===== src/design/crc32nt_pkg.sv =====
// ----------------------------------------------------------------------------
// crc32nt_pkg
// Shared constants and the nibble fold step for the nibble-table CRC stream.
// ----------------------------------------------------------------------------
package crc32nt_pkg;

  localparam int unsigned CRC_W  = 32;
  localparam int unsigned BYTE_W = 8;
  localparam int unsigned NIB_W  = 4;

  localparam logic [CRC_W-1:0] CRC_INIT = '1;

  // reflected 0xEDB88320, one entry per nibble value
  localparam logic [CRC_W-1:0] NIB_TAB [16] = '{
    32'h0000_0000, 32'h1db7_1064, 32'h3b6e_20c8, 32'h26d9_30ac,
    32'h76dc_4190, 32'h6b6b_51f4, 32'h4db2_6158, 32'h5005_713c,
    32'hedb8_8320, 32'hf00f_9344, 32'hd6d6_a3e8, 32'hcb61_b38c,
    32'h9b64_c2b0, 32'h86d3_d2d4, 32'ha00a_e278, 32'hbdbd_f21c
  };

  function automatic logic [CRC_W-1:0] fold_nibble(
    input logic [CRC_W-1:0] c,
    input logic [NIB_W-1:0] nib
  );
    logic [NIB_W-1:0] idx;
    idx = c[NIB_W-1:0] ^ nib;
    return NIB_TAB[idx] ^ (c >> NIB_W);
  endfunction

endpackage


===== src/design/crc32_nibble_table_stream.sv =====
// ----------------------------------------------------------------------------
// crc32_nibble_table_stream
// Streaming nibble-table CRC (poly 0xEDB88320, inverted after every byte).
// ----------------------------------------------------------------------------
// Input channel: data_byte, first_byte, last_byte with in_valid / in_stall.
// A beat is taken on a clock edge with in_valid high and in_stall low.
// first_byte reloads all ones before the byte is folded in; last_byte is
// echoed on is_last with the final record CRC.
// Output channel: crc_value, is_last with out_valid / out_stall; one result
// beat per input beat, in order.
// Path: a byte passes the input register, then the result register, before
// out_valid rises. Throughput: one byte per cycle while out_stall is low;
// the two table lookups feed the running CRC register combinationally.
// When the receiver stalls, the result register holds and the input
// register keeps one more byte, after which in_stall rises.
// Reset (rst, synchronous) empties both registers and sets the running CRC
// to all ones, so the first record needs no first_byte.
// ----------------------------------------------------------------------------
module crc32_nibble_table_stream (
  input  logic                           clk,
  input  logic                           rst,
  input  logic                           in_valid,
  output logic                           in_stall,
  input  logic [crc32nt_pkg::BYTE_W-1:0] data_byte,
  input  logic                           first_byte,
  input  logic                           last_byte,
  output logic                           out_valid,
  input  logic                           out_stall,
  output logic [crc32nt_pkg::CRC_W-1:0]  crc_value,
  output logic                           is_last
);

  logic                           held;
  logic [crc32nt_pkg::BYTE_W-1:0] held_data;
  logic                           held_first;
  logic                           held_last;
  logic                           advance;
  logic [crc32nt_pkg::CRC_W-1:0]  running_crc;
  logic [crc32nt_pkg::CRC_W-1:0]  running_crc_next;

  // held beat moves to the result register when that one is free or leaving
  assign advance = held && (!out_valid || !out_stall);

  crc32nt_stage u_stage (
    .clk        (clk),
    .rst        (rst),
    .in_valid   (in_valid),
    .in_stall   (in_stall),
    .data_byte  (data_byte),
    .first_byte (first_byte),
    .last_byte  (last_byte),
    .take       (advance),
    .held       (held),
    .held_data  (held_data),
    .held_first (held_first),
    .held_last  (held_last)
  );

  crc32nt_fold u_fold (
    .crc_in     (running_crc),
    .data_byte  (held_data),
    .first_byte (held_first),
    .crc_out    (running_crc_next)
  );

  always_ff @(posedge clk) begin
    if (rst) begin
      running_crc <= crc32nt_pkg::CRC_INIT;
      out_valid   <= 1'b0;
    end else begin
      if (advance) begin
        running_crc <= running_crc_next;
        out_valid   <= 1'b1;
      end else if (!out_stall) begin
        out_valid   <= 1'b0;
      end
    end
  end

  always_ff @(posedge clk) begin
    if (advance) begin
      crc_value <= running_crc_next;
      is_last   <= held_last;
    end
  end

  a_rst_empty: assert property (@(posedge clk) rst |=> !out_valid && !held)
    else $error("result or input register not empty after reset");

  a_crc_hold: assert property (@(posedge clk) disable iff (rst)
    !advance |=> $stable(running_crc))
    else $error("running CRC changed without a beat advancing");

  a_out_matches: assert property (@(posedge clk) disable iff (rst)
    advance |=> crc_value == running_crc)
    else $error("result beat does not match running CRC");

  a_full_stall: assert property (@(posedge clk) disable iff (rst)
    (held && out_valid && out_stall) |-> in_stall)
    else $error("input taken while both registers are full and stalled");

  a_drain: assert property (@(posedge clk) disable iff (rst)
    (out_valid && !out_stall && !held) |=> !out_valid)
    else $error("result beat repeated after being taken");

endmodule


===== src/design/crc32nt_fold.sv =====
// ----------------------------------------------------------------------------
// crc32nt_fold
// One byte of CRC update: optional reload, low nibble, high nibble, invert.
// ----------------------------------------------------------------------------
module crc32nt_fold (
  input  logic [crc32nt_pkg::CRC_W-1:0]  crc_in,
  input  logic [crc32nt_pkg::BYTE_W-1:0] data_byte,
  input  logic                           first_byte,
  output logic [crc32nt_pkg::CRC_W-1:0]  crc_out
);

  logic [crc32nt_pkg::CRC_W-1:0] seed;
  logic [crc32nt_pkg::CRC_W-1:0] lo_fold;
  logic [crc32nt_pkg::CRC_W-1:0] hi_fold;

  assign seed    = first_byte ? crc32nt_pkg::CRC_INIT : crc_in;
  assign lo_fold = crc32nt_pkg::fold_nibble(seed, data_byte[3:0]);
  assign hi_fold = crc32nt_pkg::fold_nibble(lo_fold, data_byte[7:4]);
  // per-byte complement is part of the running value, not just the output
  assign crc_out = ~hi_fold;

endmodule


===== src/design/crc32nt_stage.sv =====
// ----------------------------------------------------------------------------
// crc32nt_stage
// Input register for one byte beat, with its own valid and stall handshake.
// ----------------------------------------------------------------------------
module crc32nt_stage (
  input  logic                           clk,
  input  logic                           rst,
  input  logic                           in_valid,
  output logic                           in_stall,
  input  logic [crc32nt_pkg::BYTE_W-1:0] data_byte,
  input  logic                           first_byte,
  input  logic                           last_byte,
  input  logic                           take,
  output logic                           held,
  output logic [crc32nt_pkg::BYTE_W-1:0] held_data,
  output logic                           held_first,
  output logic                           held_last
);

  logic load;

  // room when empty or the held beat leaves this cycle
  assign in_stall = held && !take;
  assign load     = in_valid && !in_stall;

  always_ff @(posedge clk) begin
    if (rst) begin
      held <= 1'b0;
    end else if (load) begin
      held <= 1'b1;
    end else if (take) begin
      held <= 1'b0;
    end
  end

  always_ff @(posedge clk) begin
    if (load) begin
      held_data  <= data_byte;
      held_first <= first_byte;
      held_last  <= last_byte;
    end
  end

endmodule


===== config.mk =====
export PLATFORM = sky130hd
export DESIGN_NAME = crc32_nibble_table_stream
export DESIGN_NICKNAME = d
export VERILOG_FILES = /design/src/design/crc32nt_pkg.sv /design/src/design/crc32_nibble_table_stream.sv /design/src/design/crc32nt_fold.sv /design/src/design/crc32nt_stage.sv
export SDC_FILE = /design/constraint.sdc
export NUM_CORES = 1
export LEC_CHECK = 0
export ABC_CLOCK_PERIOD_IN_PS = 2500
export BUFFER_PORTS_ARGS = -buffer_cell sky130_fd_sc_hd__buf_2
export CORE_UTILIZATION = 50
export DETAILED_ROUTE_END_ITERATION = 10
export GPL_TIMING_DRIVEN = 0
export PLACE_DENSITY = 0.74
export SYNTH_ARGS = -nofsm -noshare
export SYNTH_HDL_FRONTEND = slang
export SYNTH_SLANG_ARGS = --single-unit

===== constraint.sdc =====
create_clock -name clk -period 2.5 [get_ports clk]
set_input_delay 0.75 -clock clk [delete_from_list [all_inputs] [get_ports clk]]
set_output_delay 0.75 -clock clk [all_outputs]
set_load 0.01 [all_outputs]

==> qor.txt, run 1 <==
final hold violations: 0
fin util: 60.51%
hold crit path type: reg -> reg
Post-Place Cell Area: 0.004090 sq mm
Tightest Pin Transition: 1.009 ns
vias after detailed routing: 2,537
Clock Path Buffers: 2
clock sink count: 77
synth cell count leaders: 62 x xnor2_1, 43 x edfxtp_1, 34 x dfxtp_1
Post-Route WL: 7.660 mm
hold path start: u_stage.held_last$_DFFE_PP_
# DRC: 0
WL per Instance: 15.38 um
input/output buffers: 48
drt initial violations: 103
CTS tree: done
Cell variety after synth: 42
gr busiest metal: met2
antenna violations before repair: 0
Mapped Nets: 348
M1 GR Usage: 27.53%
most common flop cell mapped by yosys: edfxtp_1
Top delay family on crit path: XOR/XNOR gates
Nets: 408
synthesized flop and latch total: 77
largest net degree at the start of global routing: 43
Final setup viols: 0
height of the chip: 88.31 um
crit path DAT: 2.69 ns
Chip Width: 88.31 um
worst-path cell chain: buf_4 > nor2_1 > xnor2_1 > xnor3_1 > xnor2_2 > xor2_1 > a21bo_1
Area contributors post-synth: edfxtp_1 35%, dfxtp_1 18%, xnor2_1 15%
critical path capture point type: flop
# H-tree levels: 3
Final period util: 95.26%
hold_ws: 0.4322 ns
min cycle time layout: 2.382 ns
Layout area overhead: 17.20%
cell count after synthesis: 334
GR Util All Layers: 21.92%
Leakage: 1.706 nW
cell accounting for the most synthesized area: edfxtp_1
r2r startpoint: u_stage.held_first$_DFFE_PP_
Num CTS Buffers: 9
first-pass GRT wire length: 12.39 mm
syn avg cell area: 11.15 sq um
share of cells above drive strength 1: 24.31%
ANT nets after route: 0
sequential fraction of the synthesis area: 52.94%
First-pass DRT Iterations: 4
Clock Latency Late Sink: 0.36 ns
P per Cell Area: 849.5 mW/mm^2
total of max-cap violations: 0
Post-synth EDFFs: 43
met2 GRT Util: 36.08%
crit path launch type: flop
status: finished clean
total grt overflow: 0
Slew headroom: 32.75%
Max Fclk: 419.9 MHz
routing usage on met3: 4.571%
Total Power Consumption: 0.003708 W
fin. max-slew vios: 0
cts hold-fix bufs: 0
Antenna Diode Count: 0
vias in the first global route: 2,436
Worst Path Required: 2.81 ns
Post-synth ARST share: 0%
Yosys warning count: 0
slowest CP cell: xnor2_1
most common cell in the synthesized netlist: xnor2_1
top cell type's share of synthesized area: 34.67%
Worst-path clk slew: 0.08 ns
CP Max Fanout: 10
DP HPWL: 5.304 mm
Clock Skew: 0.01596 ns
worst path bufs/invs: 1
core area: 0.007214 sq mm
GPL Wtd Cong: 0.9039
die footprint: 0.007799 sq mm
# rows: 31
setup tns final: 0 ns
clock root cell: clkbuf_8
post-route cell area: 0.004365 sq mm
Mapped Area: 0.003725 sq mm
max incr delay on CP: 0.58 ns
Ports: 49
unrepaired setup endpoints after global routing: false
highest ir drop seen on vdd: 0.4594 mV
origin of the worst setup path: u_stage.held_first$_DFFE_PP_
critical path class: reg -> reg
vias per cell: 5.094
Initial Util: 51.63%
==> worst paths after layout <==
check,to,cells after the start,slack [ns]
hold reg to reg,is_last$_DFFE_PP_,0,0.43
hold / removal,is_last$_DFFE_PP_,0,0.43
setup / recovery,running_crc[22]$_SDFFE_PP1P_,7,0.12
setup reg to reg,running_crc[22]$_SDFFE_PP1P_,7,0.12
==> per-stage QoR <==
stage / worst slack, ns / std cells
floorplan: 0.2164 / 334
global placement: -0.1341 / 481
detailed placement: -0.1553 / 481
CTS: 0.07038 / 497
global route: 0.02625 / 498
finish: 0.1185 / 498
==> sequential cells by signal, summed over array words and instances, names as in the netlist <==
name                count
is_last                 1
u_stage.held_data       8
crc_value              32
running_crc            32
out_valid               1
u_stage.held_first      1
u_stage.held_last       1
u_stage.held            1
==> metal layers <==
layer,wire (um),vias up
met1,3406,1200
met2,3682,74
met5,0,-
li1,-,1248
met3,371,15
met4,200,0
==> layout make-up <==
class / count / area (sq um)
inverters: 6 / 22.52
well taps: 99 / 123.9
flip-flops and latches: 77 / 1972
clock inverters: 7 / 122.6
multi-input cells: 229 / 1609
clock buffers: 9 / 123.9
fillers: 621 / 2849
plain buffers: 22 / 143.9
repair buffers: 49 / 247.7
==> where the power goes <==
part / leakage [nW] / switching (W) / internal, W
Combinational: 0.902 / 0.000531 / 0.000431
Sequential: 0.688 / 0.0000554 / 0.00154
Clock: 0.116 / 0.000486 / 0.000667
Total: 1.71 / 0.00107 / 0.00264
==> cell usage in the layout (no fill, tap or decap), types with 2 or more instances in the layout <==
cell and count:
a21oi_1 3, xnor2_1 61, inv_1 4, nor3_1 7, xnor3_1 2, xnor2_2 4
buf_4 5, a211o_1 13, clkbuf_2 3, clkbuf_8 9, buf_2 52, o211ai_1 4
edfxtp_1 43, dfxtp_1 34, or2_1 2, or3_1 2, a211oi_2 2, clkbuf_1 6
xor2_1 12, nor2_1 33, o21a_1 3, and3_1 2, nand2_1 33, nand3_1 15
buf_6 5, and2_1 14, clkinvlp_4 2, bufinv_16 3
==> timing repair <==
| action | CTS | global route |
|---|---|---|
| gates resized for setup | 1 | 4 |
| buffers inserted | 0 | 1 |
| gates cloned | 0 | 0 |
| endpoints found under the setup margin | 6 | 6 |
==> cell families after synthesis <==
group,share of synthesized area [%]
and+or+nand+nor,14.65
xor gates and xnor gates,20.89
DFF,52.94
AOI/OAI and AO/OA,7.155
buffers and inverters,4.366
Power figures use the tool's default switching activity.
==> inputs of run 2 (changes only) <==
--- a/config.mk
+++ b/config.mk
@@ -7,10 +7,10 @@
 export LEC_CHECK = 0
 export ABC_CLOCK_PERIOD_IN_PS = 2500
 export BUFFER_PORTS_ARGS = -buffer_cell sky130_fd_sc_hd__buf_2
-export CORE_UTILIZATION = 50
+export CORE_UTILIZATION = 40
 export DETAILED_ROUTE_END_ITERATION = 10
 export GPL_TIMING_DRIVEN = 0
-export PLACE_DENSITY = 0.74
+export PLACE_DENSITY = 0.62
 export SYNTH_ARGS = -nofsm -noshare
 export SYNTH_HDL_FRONTEND = slang
 export SYNTH_SLANG_ARGS = --single-unit
==> run 2 against run 1 <==
  * Via count is 0.12% lower
  * Largest power group unchanged
  * Power fell by 6.4%
  * Highest routed layer unchanged
  * Die area grew 24%
  * Largest cell class unchanged
==> qor.txt, run 2 (synthesis results as in run 1) <==
antenna violations before repair: 0
fin. max-slew vios: 0
Nets: 409
Reg power frac: 46.0%
Antenna Diode Count: 0
vias per cell: 4.988
cts hold-fix bufs: 0
Worst Path Required: 2.60 ns
most frequent cells in the layout: 59 x xnor2_1, 53 x buf_2, 43 x edfxtp_1
hold_ws: 0.4243 ns
crit path DAT: 2.54 ns
final hold violations: 0
total of max-cap violations: 0
DP HPWL: 5.652 mm
vias in the first global route: 2,456
largest registers: crc_value (32), running_crc (32), u_stage.held_data (8)
clock power share: 25.9%
Tightest Pin Transition: 0.9439 ns
setup tns final: 0 ns
max incr delay on CP: 0.50 ns
GR Util All Layers: 17.52%
status: finished clean
CP Max Fanout: 10
Clock Skew: 0.007676 ns
Comb power frac: 28.1%
Num CTS Buffers: 9
worst-path cell chain: buf_4 > o21ai_1 > a211oi_1 > or4_4 > and4_4 > or2_1 > buf_6 > xnor2_1
critical path capture point type: flop
# rows: 34
# DRC: 0
P per Cell Area: 803.0 mW/mm^2
CTS tree: done
Post-Place Cell Area: 0.004101 sq mm
highest ir drop seen on vdd: 0.3730 mV
WL met2: 3.878 mm
GPL Wtd Cong: 0.8312
Clock Latency Late Sink: 0.35 ns
Leakage: 1.691 nW
placed insts: 490
Post-Route WL: 8.130 mm
Ports: 49
Worst-path clk slew: 0.07 ns
highest metal used: met4
Top delay family on crit path: simple AND/OR/NAND/NOR gates
worst path bufs/invs: 2
crit path launch type: flop
Cell Int Power: 0.002420 W
most common cell after layout, fill and taps aside: xnor2_1
Slew headroom: 37.08%
Sw Share: 30.28%
Max Fclk: 409.6 MHz
input/output buffers: 48
total grt overflow: 0
Clock Path Buffers: 2
hold crit path type: reg -> reg
Initial Util: 42.10%
Layout area overhead: 16.06%
share of cells above drive strength 1: 23.50%
height of the chip: 98.50 um
clock root cell: clkbuf_8
critical path class: reg -> reg
min cycle time layout: 2.442 ns
slowest CP cell: or4_4
vias after detailed routing: 2,534
Chip Width: 98.50 um
Final setup viols: 0
first-pass GRT wire length: 12.74 mm
# H-tree levels: 3
Metal-1 WL: 3.728 mm
wire length on met3: 316 um
die footprint: 0.009702 sq mm
drt initial violations: 108
WL per Instance: 16.00 um
Final period util: 97.66%
fillers: 835
core area: 0.008848 sq mm
First-pass DRT Iterations: 6
P_sw: 0.001051 W
largest net degree at the start of global routing: 43
post-route non-filler standard cell count: 508
ANT nets after route: 0
post-route cell area: 0.004323 sq mm
clock sink count: 77
## run 2: path summary, 6_finish.rpt
| kind | startpoint | endpoint | slack (ns) | depth (start not counted) |
|---|---|---|---|---|
| worst max-delay path | u_stage.held_first$_DFFE_PP_ | crc_value[20]$_DFFE_PP_ | 0.06 | 8 |
| worst min-delay path | u_stage.held_last$_DFFE_PP_ | is_last$_DFFE_PP_ | 0.42 | 0 |
| worst max register to register | u_stage.held_first$_DFFE_PP_ | crc_value[20]$_DFFE_PP_ | 0.06 | 8 |
| worst min register to register | u_stage.held_last$_DFFE_PP_ | is_last$_DFFE_PP_ | 0.42 | 0 |
## run 2: power by group through the flow
stage / registers (W) / logic [W] / clock network [W]
3_3_place_gp: 0.00162 / 0.000951 / 0
3_5_place_dp: 0.00162 / 0.000962 / 0
6_report: 0.00160 / 0.000975 / 0.000901
2_1_floorplan: 0.00165 / 0.000681 / 0
5_1_grt: 0.00161 / 0.00105 / 0.000972
4_1_cts: 0.00160 / 0.000970 / 0.000916
## run 2: cell type report
type / instances / area [sq um] / share of cell area (%)
multi-input combinational: 229 / 1613 / 37.31
tap: 108 / 135.1 / 3.126
sequential: 77 / 1972 / 45.61
inverter: 6 / 22.52 / 0.5210
clock buffer: 10 / 127.6 / 2.952
timing repair buffer: 50 / 255.2 / 5.904
clock inverter: 6 / 53.80 / 1.245
buffer: 22 / 143.9 / 3.329
## run 2: timing repair
| item | CTS | global route |
|---|---|---|
| resized for setup | 1 | 5 |
| cloned | 0 | 0 |
| endpoints found under the hold margin | 0 | 0 |
| endpoints found under the setup margin | 15 | 31 |
| buffers inserted | 0 | 2 |
## run 2: stage by stage
step                      power [W]  setup WS (ns)  util [%]
after floorplan            0.002334         0.2164         -
after global placement     0.002571        -0.2147     46.35
after detailed placement   0.002586        -0.2553     46.35
after CTS                  0.003481        0.01717     48.42
after global routing       0.003632      -0.005612     48.85
final                      0.003471        0.05844     48.85
## run 2: per-layer routing
| layer | track usage, % | vias to the layer above |
|---|---|---|
| met1 | 22.54 | 1212 |
| met3 | 3.972 | 15 |
| met5 | 0 | - |
| li1 | - | 1245 |
| met4 | 8.381 | 0 |
| met2 | 28.06 | 62 |
